File: config.mk
export PLATFORM = sky130hd
export DESIGN_NAME = plsd_queue
export DESIGN_NICKNAME = d
export VERILOG_FILES = /design/src/hdl/plsd_pkg.sv /design/src/hdl/plsd_queue.sv
export SDC_FILE = /design/constraint.sdc
export NUM_CORES = 1
export LEC_CHECK = 0
export BUFFER_PORTS_ARGS = -buffer_cell sky130_fd_sc_hd__buf_2
export CAP_MARGIN = 20
export CORE_ASPECT_RATIO = 1.75
export CORE_MARGIN = 5
export CORE_UTILIZATION = 35
export DETAILED_ROUTE_END_ITERATION = 16
export PLACE_DENSITY = 0.5
export SYNTH_ARGS = -nofsm -noshare
export SYNTH_HDL_FRONTEND = slang
export SYNTH_SLANG_ARGS = --single-unit
File: constraint.sdc
create_clock -name aclk -period 7.01 [get_ports aclk]
set_input_delay 1.402 -clock aclk [delete_from_list [all_inputs] [get_ports aclk]]
set_output_delay 1.402 -clock aclk [all_outputs]
set_load 0.05 [all_outputs]
File: src/hdl/plsd_pkg.sv
`default_nettype none
package plsd_pkg;

    // Result format
    localparam int OUT_FRAC = 16;
    localparam int OUT_BITS = 42;

    // Shift that aligns the quotient to OUT_FRAC fractional bits
    function automatic int num_shift(input int frac_bits);
        return (OUT_FRAC > 2 * frac_bits) ? OUT_FRAC - 2 * frac_bits : 0;
    endfunction

    function automatic int den_shift(input int frac_bits);
        return (2 * frac_bits > OUT_FRAC) ? 2 * frac_bits - OUT_FRAC : 0;
    endfunction

endpackage
`default_nettype wire

File: src/hdl/plsd_queue.sv
`default_nettype none
module plsd_queue #(
    parameter int W = 123
) (
    input  wire logic         aclk,
    input  wire logic         aresetn,
    input  wire logic         push,
    input  wire logic [W-1:0] wr_data,
    input  wire logic         pop,
    output logic [W-1:0]      rd_data,
    output logic              empty,
    output logic              full
);
    import plsd_pkg::*;

    localparam int DEPTH = 4;
    localparam int AW    = $clog2(DEPTH);

    logic [W-1:0]  mem_reg [DEPTH];
    logic [AW-1:0] head_reg, tail_reg;
    logic [AW:0]   count_reg;

    assign empty   = (count_reg == '0);
    assign full    = (count_reg == (AW + 1)'(DEPTH));
    assign rd_data = mem_reg[head_reg];

    always_ff @(posedge aclk) begin
        if (!aresetn) begin
            head_reg  <= '0;
            tail_reg  <= '0;
            count_reg <= '0;
        end else begin
            if (push) tail_reg <= tail_reg + 1'b1;
            if (pop)  head_reg <= head_reg + 1'b1;
            if (push && !pop)      count_reg <= count_reg + 1'b1;
            else if (pop && !push) count_reg <= count_reg - 1'b1;
        end
    end

    always_ff @(posedge aclk) begin
        if (push) mem_reg[tail_reg] <= wr_data;
    end

endmodule
`default_nettype wire

### Yosys cells after proc, flatten, opt, wreduce, memory -nomap -nowiden

Memories as Yosys holds them, arrays and structs flattened. A register that Yosys moved wholly into a read port is not among the register bits.
Index checks and enable logic that the tools add are counted.

* add/sub/neg operators: 4
* eq/ne operators: 1
* multiplexer cells: 6
* reduce and logical (&&, ||, !) cells: 6

Operators by type and width (number)
* $mux 3: 2
* $add 2x1->2 const B: 2
* $mux 2: 2
* $add 3x1->3 const B: 1
* $eq 3x3->1 const B: 1
* $logic_not 3->1: 1
* $sub 3x1->3 const B: 1
* $logic_and 1x1->1: 2
* $logic_not 1->1: 2
* $mux 1: 2
* $reduce_bool 2->1: 1

* register bits after elaboration: 7
* RAM bits: 492
* word-level logic and storage cells: 21
* memories: 1

Memory list
* mem_reg: depth 4, width 123, rd ports 1, clocked after Yosys merged registers in 1, wr ports 1, RTL line plsd_queue.sv:19 `logic [W-1:0] mem_reg [DEPTH];`

### Depth between registers and ports, before layout

Gate-level depths: netlist of the first run.

* depth after elaboration: 4
* depth in mapped cells: 7
* depth with buffers taken out: 7

### Worst setup path after synthesis of the first run

Ideal clock, no wire load.

* path kind: input-to-reg
* from: input port push
* to: memory mem_reg[0][0], enable pin
* setup time: 0.496 ns
* data arrival time: 4.223 ns
* required time: 6.514 ns
* path slack: 2.290 ns
* stages: 1
* path buffers: 0
* cell sequence: and2_1

* longest elaborated chain between the ends: 2

Ends and longest elaborated chain
* start: declaration: RTL line plsd_queue.sv:7 `input wire logic push,`
* $mux 1: RTL line plsd_queue.sv:41 `if (push) mem_reg[tail_reg] <= wr_data;`
* $mux 1 (not written as such): RTL line plsd_queue.sv:41
* end: declaration: RTL line plsd_queue.sv:19

No other way between the ends.

==> results of run 1 <==
==> stage by stage <==
step	setup slack, ps	instance area (sq um)	util [%]
floorplan	2290	18200	-
global placement	3040	20200	39.3
detailed placement	3050	20200	39.3
CTS	2450	21700	42.2
global route	2330	21700	42.2
finish	2650	21700	42.2
==> cell type report <==
cell class	instances	area (sq um)
Fill cell	4542	29800
Sequential cell	501	15000
Multi-Input combinational cell	153	3030
Timing Repair Buffer	260	1370
Clock buffer	58	1260
Tap cell	672	841
Clock inverter	26	225
Inverter	4	15.0
Antenna cell	5	12.5
==> cells in the mapped netlist <==
library cell,count
a21boi_0,1
and2_1,9
buf_2,14
buf_6,8
buf_8,1
clkbuf_1,5
dfxtp_1,9
edfxtp_1,492
fa_1,1
ha_1,5
inv_1,4
mux2i_1,2
mux4_2,123
nand2_1,1
nor2b_1,2
nor3_1,1
nor3b_1,1
o21ai_0,1
or3_1,1
xnor2_1,2
xor2_1,3
==> kinds of logic after synthesis <==
| kind of cell | Yosys count | synth area share [%] |
|---|---|---|
| muxes | 125 | 15.3 |
| xor gates and xnor gates | 5 | 0.241 |
| and+or+nand+nor | 15 | 0.502 |
| buffers and inverters | 32 | 1.15 |
| adders and majority gates | 6 | 0.454 |
| DFF | 501 | 82.2 |
| AOI/OAI and AO/OA | 2 | 0.0688 |
==> power breakdown <==
part / switching, mW / total (mW) / internal (mW)
clock: 1.04 / 2.46 / 1.42
sequential: 0.0452 / 3.49 / 3.44
combinational: 0.683 / 0.964 / 0.281
total: 1.77 / 6.91 / 5.14
==> layer usage <==
metal | vias up | share of wire [%] | global-route usage (%)
met5 | - | 0.071 | 0
met4 | 4 | 2.6 | 4.06
met3 | 63 | 6.5 | 3.62
met2 | 232 | 54 | 23.9
met1 | 4275 | 37 | 15.3
li1 | 3525 | - | -
==> path summary, 6_finish.rpt <==
path | from | endpoint | depth (start not counted) | slack [ps]
max | flop | rd_data[40] | 3 | 2650
min reg2reg | count_reg[2] | count_reg[2] | 2 | 530
max reg2reg | tail_reg[0] | mem_reg[1][97] | 3 | 4410
min | count_reg[2] | count_reg[2] | 2 | 530
==> worst reg2reg max path: cells and delay by family, from the launching register on <==
family                   cells  cell delay, ps
adder cells (fa/ha/maj)      1             170
buffers and inverters        1             840
flip-flops                   1             400
AND/OR/NAND/NOR              1             730
==> flow_metrics.py, run 1 <==
metrics = {
    "clocking": {
        "h-tree-depth": 2,
        "ctsResizeCount": 0,
        "clock_latency_ps": 550,
        "numCtsBuffers": 47,
        "cts_tree": "yes",
        "clk_path_buf_depth": 3,
        "clk_pin_slew_ps": 60,
        "cts.sinks": 501,
        "cts.hold.buffers_added": 0,
        "clockRootBuffer": "clkbuf_16",
        "cts_setup_buffers": 0,
    },
    "global_routing": {
        "antenna_found_initial": 8,
        "grt_first_pass_wirelength_mm": 57.0,
        "grt_use_total_pct": 13.2,
        "grt_max_degree": 124,
        "grt_overflow": 0,
        "grt_pass1_vias": 8905,
    },
    "die": {
        "dieArea_sq_um": 56800,
        "io-pin-count": 252,
        "die_x_um": 182,
        "die_h_um": 312,
        "rows": 110,
        "start_util_pct": 35.3,
        "core_sq_um": 51500,
    },
    "placed_design": {
        "gp_congestion": 0.680,
        "dp_cells": 1590,
        "dpl.hpwl_mm": 22.2,
        "numPortBuffers": 251,
    },
    "drt": {
        "drc": 0,
        "routedWlPerCell_um": 22.6,
        "vias": 8099,
        "routed_via_density": 4.82,
        "drtAntennaViolNets": 0,
        "firstDrtPassIters": 4,
        "drt-initial-drc-count": 399,
        "routed_wl_mm": 38.0,
    },
    "setup_path": {
        "crit_buf_inv": 2,
        "cp-end-kind": "primary output",
        "worst_path_largest_cell_delay_ps": 960,
        "worstPathArrival_ps": 2960,
        "cp_max_fo": 42,
        "crit_slowest_cell": "dfxtp_4",
        "path_class": "flop to primary output",
        "critPathLaunchType": "flop",
        "crit_chain": "buf_4, mux4_2, buf_2",
        "critPathRequiredTime_ps": 5610,
        "crit_family": "flip-flops",
    },
    "run_status": {
        "outcome": "complete, no violations",
    },
    "timing": {
        "setup_violations": 0,
        "fin_crit_sh_pct": 62.3,
        "hold_viol_final": 0,
        "hold_ws_ps": 526,
        "setup-tns-final_ps": 0,
        "relSlewSlack_pct": 30.2,
        "fmaxAchievable_mhz": 229,
        "fin_crit_ps": 4360,
        "worst_slew_pin_slew_ps": 1050,
        "skew_ps": 10.9,
        "drv_slew": 0,
        "rsz0062_at_grt": "false",
    },
    "logic_synthesis": {
        "syn_inst": 686,
        "synthTopCellsByArea": "edfxtp_1, mux4_2, dfxtp_1",
        "synth_top_cell_by_area": "edfxtp_1",
        "synth_top_area_share_pct": 81.2,
        "yosysUniqueCellTypes": 21,
        "ys_seq_area_share_pct": 82.2,
        "ys_ff_latch": 501,
        "avgSynthCellArea_sq_um": 26.5,
        "ys_warn_count": 0,
        "synthesis.nets": 819,
        "syn-cell-area_sq_um": 18200,
    },
    "layout": {
        "final_cell_mix": "edfxtp_1, buf_2, mux4_2",
        "largest_reg_flops": 492,
        "syn2layout_area_growth_pct": 19.4,
        "mostFrequentLayoutCell": "edfxtp_1",
        "fin_cells": 1679,
        "nets": 1100,
        "drive_gt1_share_pct": 45.2,
    },
    "flow_run": {
        "drv_cap": 0,
    },
    "power_and_ir_drop": {
        "power_density_nw_per_um2": 318,
        "total_power_mw": 6.91,
        "peakVddDrop_mv": 0.219,
        "p_leak_nw": 7.18,
    },
    "min_path": {
        "hp-class": "flop to flop",
    },
}
Power figures use the tool's default switching activity.
==> run 2: changes to the inputs <==
Clock period 7.01 ns to 4.1 ns, I/O delays scaled along.
==> flow_metrics.py, run 2 (synthesized netlist as in run 1, its figures left out) <==
metrics = {
    "die": {
        "rows": 110,
        "dieArea_sq_um": 56800,
        "start_util_pct": 35.3,
        "die_x_um": 182,
        "die_h_um": 312,
        "io-pin-count": 252,
        "core_sq_um": 51500,
    },
    "clocking": {
        "cts_tree": "yes",
        "clk_pin_slew_ps": 60,
        "clk_path_buf_depth": 3,
        "numCtsBuffers": 47,
        "ctsResizeCount": 0,
        "clock_latency_ps": 550,
        "cts_setup_buffers": 0,
        "clockRootBuffer": "clkbuf_16",
        "h-tree-depth": 2,
        "cts.hold.buffers_added": 0,
        "cts.sinks": 501,
    },
    "timing": {
        "rsz0062_at_grt": "false",
        "hold_viol_final": 0,
        "relSlewSlack_pct": 50.1,
        "setup-tns-final_ps": 0,
        "setup_violations": 0,
        "drv_slew": 0,
        "fin_crit_ps": 3230,
        "worst_slew_pin_slew_ps": 748,
        "fin_crit_sh_pct": 78.8,
        "skew_ps": 13.8,
        "fmaxAchievable_mhz": 310,
    },
    "setup_path": {
        "cp_max_fo": 29,
        "crit_buf_inv": 2,
        "critPathLaunchType": "flop",
        "crit_family": "flip-flops",
        "worst_path_largest_cell_delay_ps": 720,
        "crit_slowest_cell": "dfxtp_4",
        "critPathRequiredTime_ps": 3280,
        "path_class": "flop to primary output",
        "cp-end-kind": "primary output",
        "crit_chain": "buf_12, mux4_2, buf_2",
        "worstPathArrival_ps": 2410,
    },
    "drt": {
        "drc": 0,
        "routed_via_density": 4.76,
        "vias": 8045,
        "firstDrtPassIters": 4,
        "routedWlPerCell_um": 22.8,
        "drtAntennaViolNets": 0,
        "drt-initial-drc-count": 337,
        "routed_wl_mm": 38.5,
    },
    "power_and_ir_drop": {
        "power_density_nw_per_um2": 544,
        "swShare_pct": 25.5,
        "combPwrFrac_pct": 14.1,
        "p_int_mw": 8.88,
        "peakVddDrop_mv": 0.324,
        "total_power_mw": 11.9,
        "p_clk_share_pct": 35.9,
        "p_seq_share_pct": 50.0,
        "switchingPower_mw": 3.04,
        "p_leak_nw": 7.26,
    },
    "layout": {
        "fin_util_pct": 42.6,
        "multiInputGateArea_sq_um": 3030,
        "final_area_sq_um": 21900,
        "fin_cells": 1689,
        "final_cell_mix": "edfxtp_1, buf_2, mux4_2",
        "syn2layout_area_growth_pct": 20.5,
        "final-seq-area_sq_um": 15000,
        "nets": 1112,
        "drive_gt1_share_pct": 46.0,
        "n_fill_cell": 4494,
        "largest_reg_flops": 492,
        "mostFrequentLayoutCell": "edfxtp_1",
    },
    "min_path": {
        "hp-class": "primary input to flop",
    },
    "global_routing": {
        "grt_first_pass_wirelength_mm": 57.8,
        "grt_pass1_vias": 8985,
        "grt_overflow": 0,
        "grt_use_total_pct": 13.5,
        "antenna_found_initial": 4,
        "grt_max_degree": 59,
    },
    "flow_run": {
        "drv_cap": 0,
    },
    "placed_design": {
        "dpl.hpwl_mm": 24.7,
        "numPortBuffers": 251,
        "dp_cells": 1602,
        "gp_congestion": 0.719,
        "dpl_cell_area_sq_um": 20400,
    },
    "run_status": {
        "outcome": "complete, no violations",
    },
}
## run 2: layout make-up
cell class / instances / area share [%]
inverter: 4 / 0.0685
clock inverter: 24 / 1.13
antenna: 4 / 0.0457
sequential: 501 / 68.3
tap: 672 / 3.84
multi-input combinational: 153 / 13.8
clock buffer: 59 / 5.77
timing repair buffer: 272 / 7.02
## run 2: stage by stage
step / setup slack [ps] / hold slack [ps]
floorplan: 1320 / 472
global placement: 1340 / 489
detailed placement: 1330 / 523
CTS: 721 / 435
global route: 679 / 451
finish: 869 / 483
## run 2: power by group through the flow
| stage | Sequential, mW | Clock [mW] | Combinational, mW |
|---|---|---|---|
| 2_1_floorplan | 6.04 | 0 | 1.25 |
| 3_3_place_gp | 6.07 | 0 | 1.72 |
| 3_5_place_dp | 6.08 | 0 | 1.72 |
| 4_1_cts | 5.97 | 4.44 | 1.73 |
| 5_1_grt | 5.98 | 4.65 | 1.77 |
| 6_report | 5.96 | 4.28 | 1.68 |
## run 2: metal layers
layer / vias to the layer above / track usage [%] / share of wire, %
met5: - / 0 / 0
met1: 4201 / 15.4 / 37
met4: 0 / 4.11 / 2.6
met3: 66 / 3.48 / 6.3
li1: 3546 / - / -
met2: 232 / 24.7 / 54
## run 2: final timing paths
check	startpoint	endpoint	slack, ps	cells past startpoint
worst min-delay path	wr_data[116]	mem_reg[0][116]	480	1
worst max-delay path	flop	rd_data[82]	870	3
worst max register to register	tail_reg[0]	mem_reg[2][45]	2060	4
worst min register to register	count_reg[2]	count_reg[2]	520	2
